**src/ddo_pkg.sv**
```systemverilog
`timescale 1ns / 1ps
package ddo_pkg;
   localparam int ANGLE_BITS_DEF   = 16;
   localparam int CORDIC_STEPS_DEF = 16;
   localparam int FRAC_BITS_DEF    = 8;
   localparam int CSR_IDX_BITS     = 3;
   localparam int CSR_DATA_BITS    = 24;
   localparam int DIST_MAX         = 131071;

   localparam logic [CSR_IDX_BITS-1:0] REG_GOAL_X   = 3'd0;
   localparam logic [CSR_IDX_BITS-1:0] REG_GOAL_Y   = 3'd1;
   localparam logic [CSR_IDX_BITS-1:0] REG_START_X  = 3'd2;
   localparam logic [CSR_IDX_BITS-1:0] REG_START_Y  = 3'd3;
   localparam logic [CSR_IDX_BITS-1:0] REG_START_HD = 3'd4;
   localparam logic [CSR_IDX_BITS-1:0] REG_MPC      = 3'd5;
   localparam logic [CSR_IDX_BITS-1:0] REG_GAIN     = 3'd6;
   localparam logic [CSR_IDX_BITS-1:0] REG_RADIUS   = 3'd7;

   // CORDIC arctangent table, 2^32 units per turn
   function automatic logic [31:0] atan_turn(input logic [4:0] i);
      logic [31:0] r;
      begin
         case (i)
            5'd0: r = 32'h20000000;  5'd1: r = 32'h12E4051E;
            5'd2: r = 32'h09FB385B;  5'd3: r = 32'h051111D4;
            5'd4: r = 32'h028B0D43;  5'd5: r = 32'h0145D7E1;
            5'd6: r = 32'h00A2F61E;  5'd7: r = 32'h00517C55;
            5'd8: r = 32'h0028BE53;  5'd9: r = 32'h00145F2F;
            5'd10: r = 32'h000A2F98; 5'd11: r = 32'h000517CC;
            5'd12: r = 32'h00028BE6; 5'd13: r = 32'h000145F3;
            5'd14: r = 32'h0000A2FA; 5'd15: r = 32'h0000517D;
            5'd16: r = 32'h000028BE; 5'd17: r = 32'h0000145F;
            5'd18: r = 32'h00000A30; 5'd19: r = 32'h00000518;
            5'd20: r = 32'h0000028C; 5'd21: r = 32'h00000146;
            5'd22: r = 32'h000000A3; 5'd23: r = 32'h00000051;
            default: r = 32'h0;
         endcase
         return r;
      end
   endfunction
endpackage

```
**src/differential_drive_odometry_core.sv**
```systemverilog
`timescale 1ns / 1ps
// A sample runs seven serial multiplies, a CORDIC rotation, a square root and two setup
// states before response valid; a restart runs two squares and the square root. One
// transaction at a time; the next request is taken the cycle after the response is
// accepted. Synchronous active-high reset loads the default registers, pose (0, 0, one
// eighth turn), zero reference counts and a clear arrival flag.
module differential_drive_odometry_core #(
   parameter int ANGLE_BITS   = ddo_pkg::ANGLE_BITS_DEF,
   parameter int CORDIC_STEPS = ddo_pkg::CORDIC_STEPS_DEF,
   parameter int FRAC_BITS    = ddo_pkg::FRAC_BITS_DEF
) (
   input  logic         clock,
   input  logic         reset,
   input  logic         req_tvalid,
   output logic         req_tready,
   input  logic [63:0]  req_tdata,  // left_count[31:0], right_count[63:32]
   input  logic         req_tuser,  // func
   output logic         rsp_tvalid,
   input  logic         rsp_tready,
   output logic [103:0] rsp_tdata,  // pos_x, pos_y, heading[15:0], goal_distance, arrived
   input  logic         csr_we,
   input  logic [ddo_pkg::CSR_IDX_BITS-1:0]  csr_idx,
   input  logic [ddo_pkg::CSR_DATA_BITS-1:0] csr_wdata
);
   import ddo_pkg::*;

   localparam int DFRAC = (FRAC_BITS < 14) ? FRAC_BITS : 14;
   localparam int SH    = 46 - FRAC_BITS;
   localparam int DLIM  = 17 + DFRAC;

   localparam logic [3:0] ST_IDLE = 4'd0, ST_MUL1 = 4'd1, ST_MUL2 = 4'd2,
      ST_GAIN = 4'd3, ST_TRIG = 4'd4, ST_MX = 4'd5, ST_MY = 4'd6,
      ST_POS = 4'd7, ST_SQX = 4'd8, ST_SQY = 4'd9, ST_ROOT = 4'd10,
      ST_OUT = 4'd11;

   logic [3:0] st_ff, st_in;
   logic signed [15:0] goal_x_ff, goal_y_ff, start_x_ff, start_y_ff;
   logic [ANGLE_BITS-1:0] start_hd_ff, hd_ff, hd_in, mid_ff, mid_in;
   logic [23:0] mpc_ff, gain_ff;
   logic [15:0] radius_ff;
   logic [31:0] prev_l_ff, prev_r_ff, lc_ff, rc_ff;
   logic signed [31:0] x_ff, x_in, y_ff, y_in;
   logic arr_ff, arr_in;
   logic signed [63:0] dl_ff, dl_in, dr_ff, dr_in, trav_ff, trav_in;
   logic signed [63:0] ex_ff, ex_in, ey_ff, ey_in;
   logic [63:0] sq_ff, sq_in;
   logic [16:0] goal_dist;
   logic sat_ff, sat_in;
   logic signed [31:0] rsp_x_ff, rsp_y_ff;
   logic [ANGLE_BITS-1:0] rsp_hd_ff;
   logic [16:0] rsp_d_ff;
   logic rsp_a_ff, rsp_v_ff, rsp_v_in;

   // Shared multiplier operands
   logic mul_start, mul_done;
   logic signed [63:0] mul_a;
   logic signed [33:0] mul_b;
   logic signed [97:0] mul_p;
   logic cor_start, cor_done;
   logic signed [33:0] cos_v, sin_v;
   logic sq_start, sq_done;
   logic [31:0] root_v;

   ddo_serial_mul #(.A_BITS(64), .B_BITS(34), .P_BITS(98)) u_mul (
      .clock(clock), .reset(reset), .start(mul_start), .a(mul_a), .b(mul_b),
      .done(mul_done), .product(mul_p));
   ddo_cordic #(.ANGLE_BITS(ANGLE_BITS), .CORDIC_STEPS(CORDIC_STEPS)) u_cordic (
      .clock(clock), .reset(reset), .start(cor_start), .angle(mid_in),
      .done(cor_done), .cos_q30(cos_v), .sin_q30(sin_v));
   ddo_isqrt #(.IN_BITS(64)) u_sqrt (
      .clock(clock), .reset(reset), .start(sq_start), .radicand(sq_ff),
      .done(sq_done), .root(root_v));

   logic req_fire, rsp_fire;
   assign req_fire   = req_tvalid && req_tready;
   assign rsp_fire   = rsp_tvalid && rsp_tready;
   assign req_tready = (st_ff == ST_IDLE) && !rsp_v_ff;

   // Signed abs of goal error, and helpers
   logic signed [63:0] ex_s, ey_s, ax, ay, pstep, wide_sum, trav_sat;
   logic signed [97:0] rnd;
   logic [63:0] p_gain;
   assign ex_s = 64'(goal_x_ff) * (64'sd1 <<< FRAC_BITS) - 64'(x_ff);
   assign ey_s = 64'(goal_y_ff) * (64'sd1 <<< FRAC_BITS) - 64'(y_ff);
   assign ax   = ex_ff[63] ? -ex_ff : ex_ff;
   assign ay   = ey_ff[63] ? -ey_ff : ey_ff;
   assign rnd  = (mul_p + (98'sd1 <<< (SH - 1))) >>> SH;
   assign pstep = 64'(rnd);
   assign wide_sum = dl_ff + dr_ff;
   assign p_gain = 64'(mul_p);
   always_comb begin
      trav_sat = wide_sum >>> 1;
      if (trav_sat > 64'sd4294967295) trav_sat = 64'sd4294967295;
      if (trav_sat < -64'sd4294967296) trav_sat = -64'sd4294967296;
   end

   function automatic logic signed [31:0] sat32(input logic signed [63:0] v);
      logic signed [31:0] r;
      begin
         if (v > 64'sd2147483647) r = 32'sh7FFFFFFF;
         else if (v < -64'sd2147483648) r = 32'sh80000000;
         else r = v[31:0];
         return r;
      end
   endfunction

   // Sequencer
   always_comb begin
      st_in = st_ff; hd_in = hd_ff; mid_in = mid_ff; x_in = x_ff; y_in = y_ff;
      arr_in = arr_ff; dl_in = dl_ff; dr_in = dr_ff; trav_in = trav_ff;
      ex_in = ex_ff; ey_in = ey_ff; sq_in = sq_ff; goal_dist = '0;
      sat_in = sat_ff; rsp_v_in = rsp_v_ff;
      mul_start = 1'b0; mul_a = '0; mul_b = '0; cor_start = 1'b0; sq_start = 1'b0;
      if (rsp_fire) rsp_v_in = 1'b0;
      unique case (st_ff)
         ST_IDLE: if (req_fire) begin
            if (req_tuser) begin
               x_in = 32'(64'(start_x_ff) * (64'sd1 <<< FRAC_BITS));
               y_in = 32'(64'(start_y_ff) * (64'sd1 <<< FRAC_BITS));
               hd_in = start_hd_ff;
               arr_in = 1'b0;
               st_in = ST_POS;
            end else begin
               mul_start = 1'b1;
               mul_a = 64'(signed'(req_tdata[31:0] - prev_l_ff));
               mul_b = 34'(mpc_ff);
               st_in = ST_MUL1;
            end
         end
         ST_MUL1: if (mul_done) begin
            dl_in = 64'(mul_p);
            mul_start = 1'b1;
            mul_a = 64'(signed'(rc_ff - prev_r_ff));
            mul_b = 34'(mpc_ff);
            st_in = ST_MUL2;
         end
         ST_MUL2: if (mul_done) begin
            dr_in = 64'(mul_p);
            mul_start = 1'b1;
            mul_a = 64'(mul_p) - dl_ff;
            mul_b = 34'(gain_ff);
            st_in = ST_GAIN;
         end
         ST_GAIN: if (mul_done) begin
            mid_in = hd_ff + p_gain[29 +: ANGLE_BITS];
            hd_in  = hd_ff + p_gain[28 +: ANGLE_BITS];
            trav_in = trav_sat;
            cor_start = 1'b1;
            st_in = ST_TRIG;
         end
         ST_TRIG: if (cor_done) begin
            mul_start = 1'b1;
            mul_a = trav_ff;
            mul_b = cos_v;
            st_in = ST_MX;
         end
         ST_MX: if (mul_done) begin
            x_in = sat32(64'(x_ff) + pstep);
            mul_start = 1'b1;
            mul_a = trav_ff;
            mul_b = sin_v;
            st_in = ST_MY;
         end
         ST_MY: if (mul_done) begin
            y_in = sat32(64'(y_ff) + pstep);
            st_in = ST_POS;
         end
         ST_POS: begin
            ex_in = ex_s >>> (FRAC_BITS - DFRAC);
            ey_in = ey_s >>> (FRAC_BITS - DFRAC);
            st_in = ST_SQX;
            mul_start = 1'b1;
            mul_a = (ex_s >>> (FRAC_BITS - DFRAC)) < 0 ?
                    -(ex_s >>> (FRAC_BITS - DFRAC)) : (ex_s >>> (FRAC_BITS - DFRAC));
            mul_b = 34'(mul_a);
         end
         ST_SQX: if (mul_done) begin
            sq_in = 64'(mul_p);
            sat_in = (ax >= (64'sd1 <<< DLIM)) || (ay >= (64'sd1 <<< DLIM));
            mul_start = 1'b1;
            mul_a = ay;
            mul_b = 34'(ay);
            st_in = ST_SQY;
         end
         ST_SQY: if (mul_done) begin
            sq_in = sq_ff + 64'(mul_p);
            st_in = ST_ROOT;
         end
         ST_ROOT: begin
            sq_start = 1'b1;
            st_in = ST_OUT;
         end
         ST_OUT: if (sq_done) begin
            if (sat_ff || (root_v >> DFRAC) > 32'(DIST_MAX)) goal_dist = 17'(DIST_MAX);
            else goal_dist = 17'(root_v >> DFRAC);
            if ({15'd0, goal_dist} <= {16'd0, radius_ff}) arr_in = 1'b1;
            rsp_v_in = 1'b1;
            st_in = ST_IDLE;
         end
         default: st_in = ST_IDLE;
      endcase
   end

   // Configuration and state registers
   always_ff @(posedge clock) begin
      if (reset) begin
         st_ff <= ST_IDLE;
         goal_x_ff <= 16'sd200; goal_y_ff <= 16'sd200;
         start_x_ff <= '0; start_y_ff <= '0;
         start_hd_ff <= ANGLE_BITS'(8192);
         mpc_ff <= 24'd5360; gain_ff <= 24'd806093; radius_ff <= 16'd10;
         prev_l_ff <= '0; prev_r_ff <= '0;
         x_ff <= '0; y_ff <= '0; hd_ff <= ANGLE_BITS'(8192);
         arr_ff <= 1'b0; rsp_v_ff <= 1'b0;
      end else begin
         st_ff <= st_in; x_ff <= x_in; y_ff <= y_in; hd_ff <= hd_in;
         arr_ff <= arr_in; rsp_v_ff <= rsp_v_in;
         // Advance the reference counts once the transaction is done
         if (st_ff == ST_OUT && sq_done) begin
            prev_l_ff <= lc_ff;
            prev_r_ff <= rc_ff;
         end
         if (csr_we) begin
            unique case (csr_idx)
               REG_GOAL_X:   goal_x_ff <= csr_wdata[15:0];
               REG_GOAL_Y:   goal_y_ff <= csr_wdata[15:0];
               REG_START_X:  start_x_ff <= csr_wdata[15:0];
               REG_START_Y:  start_y_ff <= csr_wdata[15:0];
               REG_START_HD: start_hd_ff <= csr_wdata[ANGLE_BITS-1:0];
               REG_MPC:      mpc_ff <= csr_wdata;
               REG_GAIN:     gain_ff <= csr_wdata;
               REG_RADIUS:   radius_ff <= csr_wdata[15:0];
               default: ;
            endcase
         end
      end
      if (req_fire) begin
         lc_ff <= req_tdata[31:0];
         rc_ff <= req_tdata[63:32];
      end
      mid_ff <= mid_in; dl_ff <= dl_in; dr_ff <= dr_in; trav_ff <= trav_in;
      ex_ff <= ex_in; ey_ff <= ey_in; sq_ff <= sq_in;
      sat_ff <= sat_in;
      if (st_ff == ST_OUT && sq_done) begin
         rsp_x_ff <= x_ff; rsp_y_ff <= y_ff; rsp_hd_ff <= hd_ff;
         rsp_d_ff <= goal_dist; rsp_a_ff <= arr_in;
      end
   end

   assign rsp_tvalid = rsp_v_ff;
   assign rsp_tdata  = 104'({rsp_a_ff, rsp_d_ff, 16'(rsp_hd_ff), rsp_y_ff, rsp_x_ff});

   a_one_busy: assert property (@(posedge clock) disable iff (reset)
      rsp_v_ff |-> !req_tready) else $error("accept while response pending");
   a_rsp_hold: assert property (@(posedge clock) disable iff (reset)
      st_ff != ST_IDLE |-> !rsp_v_ff) else $error("response during work");
   a_arr_sticky: assert property (@(posedge clock) disable iff (reset)
      (arr_ff && !(req_fire && req_tuser)) |=> arr_ff) else $error("arrival lost");
endmodule

```
**src/ddo_serial_mul.sv**
```systemverilog
`timescale 1ns / 1ps
// Shift-and-add multiplier: one bit of the two's-complement multiplier per cycle.
module ddo_serial_mul #(
   parameter int A_BITS = 64,
   parameter int B_BITS = 24,
   parameter int P_BITS = 96
) (
   input  logic                     clock,
   input  logic                     reset,
   input  logic                     start,
   input  logic signed [A_BITS-1:0] a,
   input  logic signed [B_BITS-1:0] b,
   output logic                     done,
   output logic signed [P_BITS-1:0] product
);
   localparam int CNT_BITS = $clog2(B_BITS + 1);

   logic signed [P_BITS-1:0] acc_ff, acc_in, mcd_ff, mcd_in;
   logic [B_BITS-1:0]        mlt_ff, mlt_in;
   logic [CNT_BITS-1:0]      cnt_ff, cnt_in;
   logic                     busy_ff, busy_in, done_ff, done_in;

   // Add the shifted multiplicand for each set multiplier bit
   always_comb begin
      acc_in  = acc_ff;
      mcd_in  = mcd_ff;
      mlt_in  = mlt_ff;
      cnt_in  = cnt_ff;
      busy_in = busy_ff;
      done_in = 1'b0;
      if (start) begin
         acc_in  = '0;
         mcd_in  = P_BITS'(a);
         mlt_in  = b;
         cnt_in  = '0;
         busy_in = 1'b1;
      end else if (busy_ff) begin
         // The top multiplier bit carries negative weight
         if (mlt_ff[0]) begin
            if (cnt_ff == CNT_BITS'(B_BITS - 1)) acc_in = acc_ff - mcd_ff;
            else acc_in = acc_ff + mcd_ff;
         end
         mcd_in = mcd_ff <<< 1;
         mlt_in = mlt_ff >> 1;
         cnt_in = cnt_ff + 1'b1;
         if (cnt_ff == CNT_BITS'(B_BITS - 1)) begin
            busy_in = 1'b0;
            done_in = 1'b1;
         end
      end
   end

   always_ff @(posedge clock) begin
      if (reset) begin
         busy_ff <= 1'b0;
         done_ff <= 1'b0;
         cnt_ff  <= '0;
      end else begin
         busy_ff <= busy_in;
         done_ff <= done_in;
         cnt_ff  <= cnt_in;
      end
      acc_ff <= acc_in;
      mcd_ff <= mcd_in;
      mlt_ff <= mlt_in;
   end

   assign done    = done_ff;
   assign product = acc_ff;
endmodule

```
**src/ddo_cordic.sv**
```systemverilog
`timescale 1ns / 1ps
// Rotation-mode CORDIC, one micro-rotation per cycle.
module ddo_cordic #(
   parameter int ANGLE_BITS   = 16,
   parameter int CORDIC_STEPS = 16
) (
   input  logic                   clock,
   input  logic                   reset,
   input  logic                   start,
   input  logic [ANGLE_BITS-1:0]  angle,
   output logic                   done,
   output logic signed [33:0]     cos_q30,
   output logic signed [33:0]     sin_q30
);
   import ddo_pkg::*;
   localparam int STEPS    = (CORDIC_STEPS < 24) ? CORDIC_STEPS : 24;
   localparam int CNT_BITS = 5;

   logic signed [33:0] x_ff, x_in, y_ff, y_in, z_ff, z_in;
   logic [CNT_BITS-1:0] cnt_ff, cnt_in;
   logic busy_ff, busy_in, done_ff, done_in, neg_ff, neg_in;
   logic [31:0] u, uf;

   assign u  = {angle, {(32-ANGLE_BITS){1'b0}}};
   assign uf = u - 32'h80000000;

   // Fold into the right half plane, then iterate
   always_comb begin
      x_in = x_ff; y_in = y_ff; z_in = z_ff;
      cnt_in = cnt_ff; busy_in = busy_ff; neg_in = neg_ff; done_in = 1'b0;
      if (start) begin
         x_in = 34'sd652032874;
         y_in = '0;
         if (u >= 32'h40000000 && u < 32'hC0000000) begin
            neg_in = 1'b1;
            z_in   = 34'(signed'(uf));
         end else begin
            neg_in = 1'b0;
            z_in   = 34'(signed'(u));
         end
         cnt_in  = '0;
         busy_in = 1'b1;
      end else if (busy_ff) begin
         if (!z_ff[33]) begin
            x_in = x_ff - (y_ff >>> cnt_ff);
            y_in = y_ff + (x_ff >>> cnt_ff);
            z_in = z_ff - 34'(atan_turn(cnt_ff));
         end else begin
            x_in = x_ff + (y_ff >>> cnt_ff);
            y_in = y_ff - (x_ff >>> cnt_ff);
            z_in = z_ff + 34'(atan_turn(cnt_ff));
         end
         cnt_in = cnt_ff + 1'b1;
         if (cnt_ff == CNT_BITS'(STEPS - 1)) begin
            busy_in = 1'b0;
            done_in = 1'b1;
         end
      end
   end

   always_ff @(posedge clock) begin
      if (reset) begin
         busy_ff <= 1'b0;
         done_ff <= 1'b0;
         cnt_ff  <= '0;
      end else begin
         busy_ff <= busy_in;
         done_ff <= done_in;
         cnt_ff  <= cnt_in;
      end
      x_ff   <= x_in;
      y_ff   <= y_in;
      z_ff   <= z_in;
      neg_ff <= neg_in;
   end

   assign done    = done_ff;
   assign cos_q30 = neg_ff ? -x_ff : x_ff;
   assign sin_q30 = neg_ff ? -y_ff : y_ff;
endmodule

```
**src/ddo_isqrt.sv**
```systemverilog
`timescale 1ns / 1ps
// Digit-by-digit square root, two radicand bits per cycle.
module ddo_isqrt #(
   parameter int IN_BITS = 64
) (
   input  logic                 clock,
   input  logic                 reset,
   input  logic                 start,
   input  logic [IN_BITS-1:0]   radicand,
   output logic                 done,
   output logic [IN_BITS/2-1:0] root
);
   localparam int STEPS    = IN_BITS / 2;
   localparam int CNT_BITS = $clog2(STEPS + 1);

   logic [IN_BITS-1:0]   v_ff, v_in;
   logic [IN_BITS/2+1:0] rem_ff, rem_in, trial;
   logic [IN_BITS/2-1:0] r_ff, r_in;
   logic [CNT_BITS-1:0]  cnt_ff, cnt_in;
   logic busy_ff, busy_in, done_ff, done_in;
   logic [IN_BITS/2+1:0] rem_sh;

   assign rem_sh = {rem_ff[IN_BITS/2-1:0], v_ff[IN_BITS-1 -: 2]};
   assign trial  = {r_ff, 2'b01};

   // Take one root bit per step
   always_comb begin
      v_in = v_ff; rem_in = rem_ff; r_in = r_ff;
      cnt_in = cnt_ff; busy_in = busy_ff; done_in = 1'b0;
      if (start) begin
         v_in = radicand; rem_in = '0; r_in = '0;
         cnt_in = '0; busy_in = 1'b1;
      end else if (busy_ff) begin
         v_in = v_ff << 2;
         if (rem_sh >= trial) begin
            rem_in = rem_sh - trial;
            r_in   = {r_ff[IN_BITS/2-2:0], 1'b1};
         end else begin
            rem_in = rem_sh;
            r_in   = {r_ff[IN_BITS/2-2:0], 1'b0};
         end
         cnt_in = cnt_ff + 1'b1;
         if (cnt_ff == CNT_BITS'(STEPS - 1)) begin
            busy_in = 1'b0;
            done_in = 1'b1;
         end
      end
   end

   always_ff @(posedge clock) begin
      if (reset) begin
         busy_ff <= 1'b0;
         done_ff <= 1'b0;
         cnt_ff  <= '0;
      end else begin
         busy_ff <= busy_in;
         done_ff <= done_in;
         cnt_ff  <= cnt_in;
      end
      v_ff   <= v_in;
      rem_ff <= rem_in;
      r_ff   <= r_in;
   end

   assign done = done_ff;
   assign root = r_ff;
endmodule

```
**config.mk**
```make
export PLATFORM = sky130hd
export DESIGN_NAME = differential_drive_odometry_core
export DESIGN_NICKNAME = d
export VERILOG_FILES = /design/src/ddo_pkg.sv /design/src/differential_drive_odometry_core.sv /design/src/ddo_serial_mul.sv /design/src/ddo_cordic.sv /design/src/ddo_isqrt.sv
export SDC_FILE = /design/constraint.sdc
export NUM_CORES = 2
export LEC_CHECK = 0
export BUFFER_PORTS_ARGS = -buffer_cell sky130_fd_sc_hd__buf_2
export CAP_MARGIN = 0
export CORE_UTILIZATION = 40
export DETAILED_ROUTE_END_ITERATION = 8
export SYNTH_ARGS = -nofsm -noshare
export SYNTH_HDL_FRONTEND = slang
export SYNTH_SLANG_ARGS = --single-unit
```
**constraint.sdc**
```tcl
create_clock -name clock -period 14.9 [get_ports clock]
set_clock_uncertainty 0.1 [all_clocks]
set_input_delay 0.745 -clock clock [delete_from_list [all_inputs] [get_ports clock]]
set_output_delay 0.745 -clock clock [all_outputs]
set_load 0.01 [all_outputs]
```
==> impl_metrics.toml <==
[placement]
hpwl_um = 270000
dp.cells = 14400
postPlaceCellArea_mm2 = 0.102
place.gp.congestion = 1.01
portBuffers = 196
dp_worst_setup_slack_ps = 6310

[yosys]
synthArstFlopShare = 0
synthXorXnorAreaFrac = 0.0906
synth_simple_gate_area_frac = 0.180
ys_warn_count = 0
synthAdderAreaFrac = 0.0942
synth.cell_area_mm2 = 0.0980
synth-edff-count = 715
synth_cell_types = 121
synth_area_per_cell_um2 = 8.53
ys_seq_area_frac = 0.338
synth_cells = 11500
synth_top_family_by_area = "compound AO/OA/AOI/OAI gates"
synthMuxAreaShare = 0.0405
yosys_register_bits = 1294
synth-compound-area-share = 0.215
synthFlopType = "edfxtp_1"

[critical_path]
crit_end = "y_ff[18]$_SDFFE_PP0P_"
required_ps = 15530
crit_top_cell = "and3_1"
critPathCaptureType = "register"
worst_r2r_path_depth = 29
r2r_end = "y_ff[18]$_SDFFE_PP0P_"
crit_slowest_cell = "nand2_1"
regToRegStartpoint = "u_mul.product[37]$_SDFFE_PP0P_"
setup.worst_path.start_class = "register"
path_class = "register to register"
rrSetupSlack_ps = 5990
crit_start = "u_mul.product[37]$_SDFFE_PP0P_"
critPathMaxStageDelay_ps = 910
arrival_ps = 9540
cp_max_fo = 26

[power_and_ir_drop]
power_mw = 16.0
p_per_area_mw_per_mm2 = 148
ir_worst_vdd_uv = 144
p_leak_nw = 43.6

[detailed_routing]
dr.pass1.iters = 9
drt_iter0_markers = 9839
wl_per_cell_um = 23.8
num_vias = 88500
drc = 3
detail-route-antenna-nets = 0
wirelength_um = 352000
avgViaCountPerCell = 5.99

[floorplan]
num_rows = 181
core_mm2 = 0.243
dieHeight_um = 497
dieArea_mm2 = 0.247
die_x_um = 497
ios = 203
initial_core_util = 0.403

[global_routing]
grt_usage = 0.274
grt_max_degree = 188
overflow = 0
antenna_found_initial = 12
first_global_vias = 82400
grt_pass1_wl_um = 524000

[timing]
slew_violations = 0
final.min_clock_period_ps = 8910
final.setup.tns_ps = 0
timing.final.crit_share = 0.598
fin_hold_ws_ps = 94.2
rsz0062_at_grt = "no"
setup_viol = 0
fmax_mhz = 112
worstMarginPinSlew_ps = 1400
slew_headroom = 0.0682
finalHoldViolations = 0
finalWorstSetupSlack_ps = 5990

[clock_network]
clkLatencyLatePin_ps = 880
h-tree-depth = 4
clockBufferDepth = 3
clock-root-buffer = "clkbuf_16"
numCtsBuffers = 156
cts_tree = "done"
cts.sink_count = 1294
clkTransAtPathRegs_ps = 60

[layout]
multi_input_area_mm2 = 0.0609
final_cells = 14800
layout_common_cells = "nand2_1 (1614), a21oi_1 (1130), nor2_1 (789)"
layout_commonest_cell = "nand2_1"
drive_gt1_frac = 0.0714
areaGrowthSynthToFinish_pct = 10.1
nFillCells = 23800
final_util = 0.443
postLayoutCellArea_mm2 = 0.108
ff_latch_area_mm2 = 0.0331
final_nets = 12300

[run_status]
violations = "DRC"
status = "finished, violations left"

[job]
drv_cap = 0

[worst_hold_path]
hold_path.class = "primary input to register"
## report_power, final
part           switching (mW)  internal (mW)  total (mW)
logic                    4.12           2.59        6.72
clock network            1.73           2.36        4.09
registers               0.755           4.41        5.17
## registers in the layout (all words and copies together), names as in the netlist, 33 cells and up, named ones only
signal,count
u_mul.mlt_ff,34
ex_ff,33
ey_ff,33
u_cordic.z_ff,34
u_cordic.y_ff,34
dr_ff,64
u_sqrt.v_ff,64
u_mul.mcd_ff,98
dl_ff,64
trav_ff,63
sq_ff,64
u_cordic.x_ff,34
u_mul.product,98
## worst max-delay path: cells and delay by family, from the launching register on
kind / cells / cell delay [ps]
AOI/OAI and AO/OA: 11 / 3110
xor gates and xnor gates: 1 / 260
adders and majority gates: 2 / 660
buffers and inverters: 1 / 170
DFF: 1 / 650
and+or+nand+nor: 14 / 3830
## cell families (layout without fill, tap and decap cells)
| family | count (synthesis) | after routing |
|---|---|---|
| xor gates and xnor gates | 1013 | 1013 |
| buffers and inverters | 1059 | 1140 |
| AOI/OAI and AO/OA | 3318 | 3318 |
| DFF | 1294 | 1294 |
| and+or+nand+nor | 3803 | 3803 |
| adders and majority gates | 730 | 730 |
| other | 1 | 12 |
| muxes | 268 | 268 |
## cell type report
class / instances / share of cell area
Clock buffer: 210 / 0.0399
Multi-Input combinational cell: 9138 / 0.565
Inverter: 469 / 0.0165
Sequential cell: 1294 / 0.307
Timing Repair Buffer: 378 / 0.0237
Tap cell: 3202 / 0.0372
Antenna cell: 6 / 0.000139
Clock inverter: 83 / 0.0110
## timing repair
| item | in CTS | in global routing |
|---|---|---|
| hold buffers | 65 | 0 |
| setup buffers | 0 | 0 |
| endpoints found under the hold margin | 65 | 0 |
| resized for setup | 0 | 0 |
## worst min path at each step
stage                                  endpoint  slack (ps)                   startpoint  depth (start not counted)
floorplan           start_x_ff[14]$_SDFFE_PP0P_         330  start_x_ff[14]$_SDFFE_PP0P_                          2
global placement     start_y_ff[6]$_SDFFE_PP0P_         340   start_y_ff[6]$_SDFFE_PP0P_                          2
detailed placement   prev_l_ff[26]$_SDFFE_PP0P_         350   prev_l_ff[26]$_SDFFE_PP0P_                          2
CTS                    u_mul.busy_ff$_SDFF_PP0_          30                        reset                          2
global route           gain_ff[17]$_SDFFE_PP0P_          80                csr_wdata[17]                          3
finish                 u_mul.busy_ff$_SDFF_PP0_          90                        reset                          2
## routing by layer
metal | GRT usage | wire length (um)
met4 | 0.123 | 17200
met1 | 0.373 | 154000
met2 | 0.430 | 156000
met5 | 0 | 69
met3 | 0.0406 | 25000
## Yosys cell counts (39+ instances only)
master | count | area (um^2)
o21a_1 | 103 | 773
edfxtp_1 | 715 | 21500
o31ai_1 | 93 | 698
xor2_1 | 430 | 3770
nand4_1 | 166 | 1040
buf_1 | 39 | 146
nor3_1 | 207 | 1040
nor4_1 | 62 | 388
o41ai_1 | 43 | 377
a211o_1 | 44 | 385
or3_1 | 73 | 457
a21o_1 | 390 | 2930
nand2b_1 | 123 | 769
and2_1 | 73 | 457
mux2i_1 | 138 | 1380
a22oi_1 | 50 | 375
or4_1 | 44 | 330
ha_1 | 717 | 8970
a21oi_1 | 1131 | 5660
xnor2_1 | 583 | 5110
a31oi_1 | 112 | 701
nand3b_1 | 49 | 368
o211ai_1 | 71 | 533
inv_1 | 457 | 1720
buf_2 | 40 | 200
dfxtp_1 | 579 | 11600
nor2_1 | 794 | 2980
clkbuf_1 | 475 | 1780
a222oi_1 | 61 | 611
a211oi_1 | 94 | 706
o21ai_0 | 604 | 3020
mux4_2 | 94 | 2120
nand2_1 | 1620 | 6080
o21bai_1 | 107 | 803
and3_1 | 125 | 782
o22ai_1 | 50 | 313
nand3_1 | 229 | 1150
nor2b_1 | 101 | 632
o21ai_1 | 56 | 280
No activity file was read; power rests on OpenSTA's default activity.
